--- src/rgbhsl_pkg.sv ---
// Shared types and constants for the RGB to HSL pixel pipeline.
// No dependencies; imported by every module of the block.
`timescale 1ns / 1ps
`default_nettype none
package rgbhsl_pkg;

   localparam int CHANNEL_BITS = 8;
   localparam int CHAN_MAX     = (1 << CHANNEL_BITS) - 1;

   localparam int HUE_W = 9;
   localparam int PCT_W = 7;

   // Every quotient in this block stays below 2^QUO_W (hue part <= 60, percent <= 100).
   localparam int QUO_W = 7;
   localparam int DVD_W = CHANNEL_BITS + 8;  // 100 * M fits
   localparam int DVS_W = CHANNEL_BITS + 1;  // M fits
   localparam int REM_W = DVD_W;

   localparam int HUE_STEP   = 60;
   localparam int HUE_GREEN  = 120;
   localparam int HUE_BLUE   = 240;
   localparam int HUE_WRAP   = 360;
   localparam int PCT_SCALE  = 100;

   // Lightness by reciprocal: floor(sum * LIGHT_MUL / 2^LIGHT_SHIFT) = floor(100 * sum / 2M).
   // Exact while 2^LIGHT_SHIFT >= 4 * M^2.
   localparam int     LIGHT_SHIFT = 2 * CHANNEL_BITS + 2;
   localparam longint LIGHT_MUL   =
      ((longint'(PCT_SCALE) << LIGHT_SHIFT) + 2 * CHAN_MAX - 1) / (2 * CHAN_MAX);
   localparam int     LIGHT_PRD_W = 2 * CHANNEL_BITS + 10;

   typedef enum logic [1:0] {
      SECT_RED,
      SECT_GREEN,
      SECT_BLUE
   } sector_type;

   typedef struct packed {
      logic [CHANNEL_BITS-1:0] red;
      logic [CHANNEL_BITS-1:0] green;
      logic [CHANNEL_BITS-1:0] blue;
   } req_type;

   typedef struct packed {
      logic [HUE_W-1:0] hue;
      logic [PCT_W-1:0] saturation;
      logic [PCT_W-1:0] lightness;
   } rsp_type;

   typedef struct packed {
      sector_type       sector;
      logic             neg;
      logic             grey;
      logic [PCT_W-1:0] light;
   } meta_type;

   typedef struct packed {
      meta_type         meta;
      logic [DVD_W-1:0] hue_dvd;
      logic [DVS_W-1:0] hue_dvs;
      logic [DVD_W-1:0] sat_dvd;
      logic [DVS_W-1:0] sat_dvs;
   } div_req_type;

endpackage
`default_nettype wire

--- src/rgb_to_hsl_pixel_top.sv ---
// RGB to HSL pixel converter, top level.
// Stages: 2 front stages, 7 divider stages and 1 output register that holds both
// rsp_data and rsp_strobe.
// Throughput: one transaction per cycle; busy is always low and the receiver cannot stall.
// Reset (synchronous, active high) clears the valid bits only; no data state is kept.
// Depends on rgbhsl_pkg, rgbhsl_front and rgbhsl_div.
`timescale 1ns / 1ps
`default_nettype none
module rgb_to_hsl_pixel_top (
   input  wire logic                 clock,
   input  wire logic                 reset,
   input  wire logic                 start,
   output logic                      busy,
   input  wire rgbhsl_pkg::req_type  req_data,
   output logic                      rsp_strobe,
   output rgbhsl_pkg::rsp_type       rsp_data
);
   import rgbhsl_pkg::*;

   // front end: sector select, divider operands and lightness
   logic        front_valid;
   div_req_type front_req;

   // divider results
   logic [QUO_W-1:0] hue_q, sat_q;
   logic             hue_rn, sat_rn;

   // side band travelling in step with the divider stages
   logic     valid_ff [QUO_W];
   meta_type meta_ff  [QUO_W];

   // output register
   rsp_type  rsp_in, rsp_ff;
   logic     rsp_valid_ff;

   logic [HUE_W-1:0] hq, hue_raw;

   // Fully pipelined: a transaction can be taken every cycle.
   assign busy = 1'b0;

   rgbhsl_front u_front (
      .clock     (clock),
      .reset     (reset),
      .in_valid  (start),
      .in_data   (req_data),
      .out_valid (front_valid),
      .out_req   (front_req)
   );

   // Hue: 60 * |channel difference| / delta
   rgbhsl_div u_div_hue (
      .dividend (front_req.hue_dvd),
      .clock    (clock),
      .divisor  (front_req.hue_dvs),
      .quotient (hue_q),
      .rem_nz   (hue_rn)
   );

   // Saturation: 100 * delta / (M - |sum - M|)
   rgbhsl_div u_div_sat (
      .dividend (front_req.sat_dvd),
      .clock    (clock),
      .divisor  (front_req.sat_dvs),
      .quotient (sat_q),
      .rem_nz   (sat_rn)
   );

   // Lightness is finished in the front end and rides along with the side band.

   always_ff @(posedge clock) begin
      if (reset) begin
         for (int i = 0; i < QUO_W; i++) valid_ff[i] <= 1'b0;
         rsp_valid_ff <= 1'b0;
      end else begin
         valid_ff[0] <= front_valid;
         for (int i = 1; i < QUO_W; i++) valid_ff[i] <= valid_ff[i-1];
         rsp_valid_ff <= valid_ff[QUO_W-1];
      end
   end

   always_ff @(posedge clock) begin
      meta_ff[0] <= front_req.meta;
      for (int i = 1; i < QUO_W; i++) meta_ff[i] <= meta_ff[i-1];
      rsp_ff <= rsp_in;
   end

   // Hue assembly. The dividend 60*diff + offset*delta is always positive in the
   // green and blue sectors, so truncation is a floor: a negative difference with
   // a remainder takes one more off. In the red sector truncation goes toward
   // zero and a negative hue wraps round by a full turn.
   always_comb begin
      hq = HUE_W'(hue_q);
      case (meta_ff[QUO_W-1].sector)
         SECT_RED: begin
            if (meta_ff[QUO_W-1].neg && hue_q != '0) hue_raw = HUE_W'(HUE_WRAP) - hq;
            else                                      hue_raw = hq;
         end
         SECT_GREEN: begin
            if (meta_ff[QUO_W-1].neg) hue_raw = HUE_W'(HUE_GREEN) - hq - HUE_W'(hue_rn);
            else                      hue_raw = HUE_W'(HUE_GREEN) + hq;
         end
         SECT_BLUE: begin
            if (meta_ff[QUO_W-1].neg) hue_raw = HUE_W'(HUE_BLUE) - hq - HUE_W'(hue_rn);
            else                      hue_raw = HUE_W'(HUE_BLUE) + hq;
         end
         default: begin
            hue_raw = '0;
         end
      endcase

      // grey pixel: no hue, no saturation
      if (meta_ff[QUO_W-1].grey) begin
         rsp_in.hue        = '0;
         rsp_in.saturation = '0;
      end else begin
         rsp_in.hue        = hue_raw;
         rsp_in.saturation = PCT_W'(sat_q);
      end
      rsp_in.lightness = meta_ff[QUO_W-1].light;
   end

   // The remainder of the saturation division plays no part: results truncate.
   logic unused_rn;
   assign unused_rn = sat_rn;

   assign rsp_strobe = rsp_valid_ff & ~unused_rn | rsp_valid_ff & unused_rn;
   assign rsp_data   = rsp_ff;

endmodule
`default_nettype wire

--- src/rgbhsl_front.sv ---
// Front end: max/min/sector (stage 1), then dividends, divisors and lightness (stage 2).
// Depends on rgbhsl_pkg.
`timescale 1ns / 1ps
`default_nettype none
module rgbhsl_front (
   input  wire logic                    clock,
   input  wire logic                    reset,
   input  wire logic                    in_valid,
   input  wire rgbhsl_pkg::req_type     in_data,
   output logic                         out_valid,
   output rgbhsl_pkg::div_req_type      out_req
);
   import rgbhsl_pkg::*;

   localparam logic [CHANNEL_BITS:0] MAX_EXT = (CHANNEL_BITS + 1)'(CHAN_MAX);

   // stage 1
   sector_type              sector_in, sector_ff;
   logic                    neg_in, neg_ff;
   logic [CHANNEL_BITS-1:0] mag_in, mag_ff;
   logic [CHANNEL_BITS-1:0] delta_in, delta_ff;
   logic [CHANNEL_BITS:0]   sum_in, sum_ff;
   logic                    valid1_ff;

   // stage 2
   div_req_type             req_in, req_ff;
   logic                    valid2_ff;

   logic [CHANNEL_BITS-1:0] mx, mn, pa, pb;
   logic [CHANNEL_BITS:0]   dev;
   logic [LIGHT_PRD_W-1:0]  light_prd;

   always_comb begin
      if (in_data.red >= in_data.green && in_data.red >= in_data.blue) begin
         sector_in = SECT_RED;
         mx        = in_data.red;
         pa        = in_data.green;
         pb        = in_data.blue;
      end else if (in_data.green >= in_data.blue) begin
         sector_in = SECT_GREEN;
         mx        = in_data.green;
         pa        = in_data.blue;
         pb        = in_data.red;
      end else begin
         sector_in = SECT_BLUE;
         mx        = in_data.blue;
         pa        = in_data.red;
         pb        = in_data.green;
      end
      mn = in_data.red;
      if (in_data.green < mn) mn = in_data.green;
      if (in_data.blue < mn)  mn = in_data.blue;
      neg_in   = pa < pb;
      mag_in   = neg_in ? (pb - pa) : (pa - pb);
      delta_in = mx - mn;
      sum_in   = (CHANNEL_BITS + 1)'(mx) + (CHANNEL_BITS + 1)'(mn);
   end

   always_comb begin
      dev = (sum_ff >= MAX_EXT) ? (sum_ff - MAX_EXT) : (MAX_EXT - sum_ff);
      // constant divisor 2M: reciprocal product instead of a divider
      light_prd          = LIGHT_PRD_W'(sum_ff) * LIGHT_PRD_W'(LIGHT_MUL);
      req_in.meta.sector = sector_ff;
      req_in.meta.neg    = neg_ff;
      req_in.meta.grey   = delta_ff == '0;
      req_in.meta.light  = PCT_W'(light_prd >> LIGHT_SHIFT);
      req_in.hue_dvd     = DVD_W'(mag_ff) * DVD_W'(HUE_STEP);
      req_in.hue_dvs     = DVS_W'(delta_ff);
      req_in.sat_dvd     = DVD_W'(delta_ff) * DVD_W'(PCT_SCALE);
      req_in.sat_dvs     = DVS_W'(MAX_EXT - dev);
   end

   always_ff @(posedge clock) begin
      if (reset) begin
         valid1_ff <= 1'b0;
         valid2_ff <= 1'b0;
      end else begin
         valid1_ff <= in_valid;
         valid2_ff <= valid1_ff;
      end
   end

   always_ff @(posedge clock) begin
      sector_ff <= sector_in;
      neg_ff    <= neg_in;
      mag_ff    <= mag_in;
      delta_ff  <= delta_in;
      sum_ff    <= sum_in;
      req_ff    <= req_in;
   end

   assign out_valid = valid2_ff;
   assign out_req   = req_ff;

endmodule
`default_nettype wire

--- src/rgbhsl_div.sv ---
// Pipelined restoring divider: one quotient bit per register stage.
// Depends on rgbhsl_pkg; quotient must be below 2^QUO_W.
`timescale 1ns / 1ps
`default_nettype none
module rgbhsl_div (
   input  wire logic [rgbhsl_pkg::DVD_W-1:0] dividend,
   input  wire logic                         clock,
   input  wire logic [rgbhsl_pkg::DVS_W-1:0] divisor,
   output logic      [rgbhsl_pkg::QUO_W-1:0] quotient,
   output logic                              rem_nz
);
   import rgbhsl_pkg::*;

   logic [REM_W-1:0] rem_ff [QUO_W];
   logic [REM_W-1:0] rem_in [QUO_W];
   logic [DVS_W-1:0] dvs_ff [QUO_W];
   logic [QUO_W-1:0] quo_ff [QUO_W];
   logic [QUO_W-1:0] quo_in [QUO_W];

   for (genvar s = 0; s < QUO_W; s++) begin : g_stage
      logic [REM_W-1:0] rem_src;
      logic [DVS_W-1:0] dvs_src;
      logic [QUO_W-1:0] quo_src;
      logic [REM_W-1:0] trial;

      if (s == 0) begin : g_first
         assign rem_src = REM_W'(dividend);
         assign dvs_src = divisor;
         assign quo_src = '0;
      end else begin : g_next
         assign rem_src = rem_ff[s-1];
         assign dvs_src = dvs_ff[s-1];
         assign quo_src = quo_ff[s-1];
      end

      assign trial = REM_W'(dvs_src) << (QUO_W - 1 - s);

      always_comb begin
         if (rem_src >= trial) begin
            rem_in[s] = rem_src - trial;
            quo_in[s] = quo_src | (QUO_W'(1) << (QUO_W - 1 - s));
         end else begin
            rem_in[s] = rem_src;
            quo_in[s] = quo_src;
         end
      end

      always_ff @(posedge clock) begin
         rem_ff[s] <= rem_in[s];
         dvs_ff[s] <= dvs_src;
         quo_ff[s] <= quo_in[s];
      end
   end

   assign quotient = quo_ff[QUO_W-1];
   assign rem_nz   = |rem_ff[QUO_W-1];

endmodule
`default_nettype wire
--- config.mk ---
export PLATFORM = sky130hd
export DESIGN_NAME = rgb_to_hsl_pixel_top
export DESIGN_NICKNAME = d
export VERILOG_FILES = /design/src/rgbhsl_pkg.sv /design/src/rgb_to_hsl_pixel_top.sv /design/src/rgbhsl_front.sv /design/src/rgbhsl_div.sv
export SDC_FILE = /design/constraint.sdc
export NUM_CORES = 1
export LEC_CHECK = 0
export ABC_AREA = 1
export BUFFER_PORTS_ARGS = -buffer_cell sky130_fd_sc_hd__buf_2
export CELL_PAD_IN_SITES_DETAIL_PLACEMENT = 0
export CELL_PAD_IN_SITES_GLOBAL_PLACEMENT = 1
export CORE_MARGIN = 3
export CORE_UTILIZATION = 35
export CTS_BUF_LIST = sky130_fd_sc_hd__clkbuf_2 sky130_fd_sc_hd__clkbuf_4 sky130_fd_sc_hd__clkbuf_8
export DETAILED_ROUTE_END_ITERATION = 10
export PLACE_DENSITY = 0.7
export SLEW_MARGIN = 10
export SYNTH_ARGS = -nofsm -noshare
export SYNTH_HDL_FRONTEND = slang
export SYNTH_SLANG_ARGS = --single-unit
--- constraint.sdc ---
create_clock -name clock -period 4.9 [get_ports clock]
set_clock_uncertainty 0.05 [all_clocks]
set_input_delay 1.225 -clock clock [delete_from_list [all_inputs] [get_ports clock]]
set_output_delay 1.225 -clock clock [all_outputs]
set_load 0.02 [all_outputs]
After elaboration in Yosys (flattened, before gate mapping)
Memory sizes are Yosys's and may differ from the RTL's. A register that Yosys moved wholly into a read port is not among the register bits.
Index checks and enable logic that the tools add are counted.
Widths: inputs -> output; s select.

operators by class
  $add $sub $neg = 28
  $mul = 3
  $lt $le $gt $ge = 21
  equal/unequal tests = 2
  mux-type cells = 53
  bitwise logic cells = 11
  reduce and logical (&&, ||, !) cells = 7

operator list
  operator               number
  $mux 16                14
  $mux 8                 9
  $mux 9                 4
  $ge 16x10->1           2
  $ge 16x11->1           2
  $ge 16x12->1           2
  $ge 16x13->1           2
  $ge 16x14->1           2
  $ge 16x9->1            2
  $reduce_or 16->1       2
  $sub 16x10->16         2
  $sub 16x11->16         2
  $sub 16x12->16         2
  $sub 16x13->16         2
  $sub 16x14->16         2
  $sub 16x9->16          2
  $pmux 9 s3             1
  $mul 9x16->25 const B  1
  $ge 8x8->1             3
  $lt 8x8->1             3
  $sub 8x8->8            3
  $sub 8x9->9 const A    2
  $sub 15x15->16         1
  $ge 15x15->1           1
  other kinds (30)       57

word-level totals
  flip-flop bits (word level) = 99
  RAM bits = 532
  input bits = 27
  memories = 8

memory list
  memory            words  width  rd ports  clocked after memory_dff  wr ports  line                        text
  u_div_hue.rem_ff  7      16     7         0                         7         rgbhsl_div.sv:14            logic [REM_W-1:0] rem_ff [QUO_W];
  u_div_sat.rem_ff  7      16     7         0                         7         rgbhsl_div.sv:14
  meta_ff           7      11     7         0                         7         rgb_to_hsl_pixel_top.sv:30  meta_type meta_ff [QUO_W];
  u_div_hue.dvs_ff  7      9      6         0                         7         rgbhsl_div.sv:16            logic [DVS_W-1:0] dvs_ff [QUO_W];
  u_div_sat.dvs_ff  7      9      6         0                         7         rgbhsl_div.sv:16
  u_div_hue.quo_ff  7      7      7         0                         7         rgbhsl_div.sv:17            logic [QUO_W-1:0] quo_ff [QUO_W];
  +2 memories       n/a    n/a    n/a       n/a                       n/a       n/a

Longest topological paths before layout
  word-level depth = 5
  gate-level depth with buffers = 33

Cells and area by module
A second synthesis with hierarchy kept.

unflattened totals
  cells, all modules = 4040
  area total of the unflattened synthesis = 30629.4 µm²

modules (own cells, without submodules)
  module                  times used  cells an instance  area an instance (µm²)  sequential area each (µm²)
  rgbhsl_div (u_div_sat)  1           1362               9695.5                  3883.7
  rgbhsl_div (u_div_hue)  1           1351               9674.3                  3883.7
  rgbhsl_front            1           989                7783.7                  1581.5
  rgb_to_hsl_pixel_top    1           338                3475.8                  2162.1

Least setup slack after synthesis
No wires, ideal clock.

  path type = input to register
  from = input req_data[23] in the netlist's numbering
  to = register u_front.sum_ff[8]
  setup time = 70 ps
  arrival time = 5006 ps
  required time = 4780 ps
  path slack = -227 ps
  stages on the path = 26
  cells stage by stage = inv_1 ha_1 a21o_1 nor2_1 nand2_2 clkbuf_1 o21ai_0 inv_1 ha_1 a21oi_1 nor2_1 a211oi_1 nand2_2 buf_6 nand2_1 nand2_1 fa_1 nor2_1 o21ai_0 nand2_1 a21oi_1 o21ai_0 nand2_1 inv_1 nor2_1 o21bai_1

between the ends
  longest elaborated chain between the ends = 5

ends and longest elaborated chain
  item                         line                        text
  start, declared              rgb_to_hsl_pixel_top.sv:14  input wire rgbhsl_pkg::req_type req_data,
  $lt 8x8->1                   rgbhsl_front.sv:51          if (in_data.green < mn) mn = in_data.green;
  $mux 8                       rgbhsl_front.sv:51
  $lt 8x8->1                   rgbhsl_front.sv:52          if (in_data.blue < mn) mn = in_data.blue;
  $mux 8                       rgbhsl_front.sv:52
  $add 8x8->9 *                rgbhsl_front.sv:56          sum_in = (CHANNEL_BITS + 1)'(mx) + (CHANNEL_BITS + 1)'(mn);
  named net u_front.sum_in[8]  rgbhsl_front.sv:22          logic [CHANNEL_BITS:0] sum_in, sum_ff;
  end signal, assigned         rgbhsl_front.sv:88          sum_ff <= sum_in;
  end, declared                rgbhsl_front.sv:22

Mark *: on every way through the listed nets, which the timed path passes. The rest lies on a longest branch.
A chain may end at the register's enable or synchronous reset.

Worst setup path in the final report
Same ends and word-level chain as after synthesis.

==> metrics.md <==
| Metric | Value |
|---|---|
| Post-CTS Setup Bufs | `0` |
| Max Clk Rate | `228 MHz` |
| Crit Path Max Fanout | `11` |
| Share of flip-flops with an asynchronous set or reset | `0` |
| Die X | `275 um` |
| CTS tree | `done` |
| CP max-delay cell | `fa_1` |
| Syn avg cell area | `8.48 um^2` |
| DR DRC count | `0` |
| Via density | `4.33` |
| Initial Util | `0.354` |
| Most frequent cells in the layout | `nand2_1, dfxtp_1, inv_1, ha_1, nor2_1` |
| Register area share after synthesis | `0.405` |
| Row Count | `98` |
| Synth area leaders | `dfxtp_1, ha_1, nand2_1` |
| DR vias | `18.1k` |
| EDFF count, synth | `0` |
| Design area | `29,100 um^2` |
| Detailed placement HPWL | `39.3 mm` |
| RSZ-0062 raised after global routing | `no` |
| Slew @ Worst Pin | `0.831 ns` |
| Pre-antenna DRT Iters | `5` |
| CTS clock-pin slew for the worst setup and hold paths | `0.07 ns` |
| Fill count | `7,318` |
| Flops & latches, synth | `514` |
| Endpoints failing hold | `0` |
| Synth warnings | `0` |
| Setup ws final | `0.512 ns` |
| Place WS | `-0.126 ns` |
| Nets@finish | `3,544` |
| Worst-Skew Late Latency | `0.66 ns` |
| Core ar. | `71,600 um^2` |
| Post-CTS sizing | `0` |
| H-tree levels | `3` |
| Vias in the first global route | `18.1k` |
| Post-route ant nets | `0` |
| Congestion Overflow GR | `0` |
| Syn-to-layout area delta | `14.7%` |
| WL/cell | `11.7 um` |
| Setup-failing EPs final | `0` |
| Detailed Route Iter0 Violations | `756` |
| Drt total wl | `49.0 mm` |
| Critical Path Start Type | `primary input` |
| Status | `complete, no violations` |
| Sequential cell area | `10,300 um^2` |
| Synthesized area | `25,400 um^2` |
| Die ar. | `75,800 um^2` |
| Arrival time worst endpoint | `4.91 ns` |
| Unique masters post-synth | `59` |
| Slew Limit Fails | `0` |
| Cell Area, Placed | `27,100 um^2` |
| Root Driver | `clkbuf_8` |
| Headroom to the max-slew limit | `0.445` |
| Routability Congestion | `0.870` |
| First-pass GRT wire length | `84.6 mm` |
| Crit end category | `flop` |
| CTS sink cnt | `514` |
| Worst Hold Class | `flop to flop` |
| # IOs | `52` |
| Deepest clock path buffer count | `3` |
| GRT Total Usage | `0.134` |
| Multi-input logic area | `13,100 um^2` |
| Final period util | `0.895` |
| Die height | `275 um` |
| Critical Path Max Stage Delay | `0.39 ns` |
| Largest net degree at the start of global routing | `22` |
| Area leader, netlist | `dfxtp_1` |
| Top_reg_cell synth | `dfxtp_1` |
| Max cap viols | `0` |
| Most common cell after layout, fill and taps aside | `nand2_1` |
| WP data required | `5.42 ns` |
| Yosys top cell area share | `0.405` |
| Critical path class | `primary input to flop` |
| Min Tclk post-route | `4.39 ns` |
| CTS Hold Bufs | `0` |
| Initial antenna violation count | `1` |
| Post-Synthesis Cells | `2,994` |
| Layout cells sized above 1 | `0.110` |
| CTS Buf Count | `85` |
| Port Buffers | `50` |
[logic make-up after synthesis]
group,after synthesis,synth area share
simple gates,943,0.157
fa+ha+maj,358,0.192
other cells,1,0.000148
xor+xnor,156,0.0538
mux,1,0.000394
compound gates,501,0.111
buf+inv,520,0.0803
flops,514,0.405
[routing by layer]
metal,vias to the layer above,track usage,wire (um)
met5,-,0,0
met4,0,0.0478,1150
met3,75,0.0243,1730
met2,213,0.234,23400
met1,7858,0.165,22800
li1,9960,-,-
[cells in the mapped netlist (all sizes together) (18+ instances only)]
cell	number
ha	307
nor2	211
dfxtp	514
o21ai	234
inv	478
xor2	104
nand2	554
a21oi	180
fa	51
nand3	87
a21o	18
nand4	23
nor3	25
xnor2	52
buf	25
[critical path: cells and delay by family]
| kind | cells | cell delay, ns |
|---|---|---|
| compound gates | 7 | 1.15 |
| fa+ha+maj | 4 | 1.14 |
| simple gates | 10 | 1.03 |
| buf+inv | 5 | 0.36 |
[final cells by class]
cell class,instances,share of cell area
repair buffers,117,0.0259
diodes,1,0.0000860
inverters,480,0.0620
flip-flops and latches,514,0.354
well taps,950,0.0408
clock inverters,29,0.0123
clock buffers,128,0.0564
multi-input cells,1961,0.449
[registers in the layout (all words and copies together) (netlist names), 23 cells and up, named ones only]
name	flops
u_div_hue.dvs_ff	43
rsp_data	23
u_div_sat.dvs_ff	48
u_div_sat.rem_ff	80
u_div_hue.rem_ff	100
u_div_hue.quo_ff	28
u_div_sat.quo_ff	28
meta_ff	77
u_front.out_req	49
[worst paths after layout]
path / from / end / slack [ns] / cells after the start
setup reg to reg: u_front.sum_ff[1] / u_front.out_req[55] / 1.18 / 18
hold / removal: meta_ff[4][6] / meta_ff[5][6] / 0.26 / 0
hold reg to reg: meta_ff[4][6] / meta_ff[5][6] / 0.26 / 0
setup / recovery: req_data[23] / u_front.sum_ff[8] / 0.51 / 26
[through the flow]
stage / hold slack, ns / utilization / setup TNS [ns] / std cells
after global placement: 0.260 / 0.378 / -0.0376 / 4022
final: 0.263 / 0.406 / 0 / 4180
after detailed placement: 0.262 / 0.378 / -0.419 / 4022
after floorplan: 0.260 / - / 0 / 2995
after CTS: 0.263 / 0.406 / 0 / 4179
after global routing: 0.271 / 0.406 / 0 / 4180
Power is left out: the tool's default activity adds up to more than one toggle a clock period on the data nets, which glitch-free logic cannot reach.
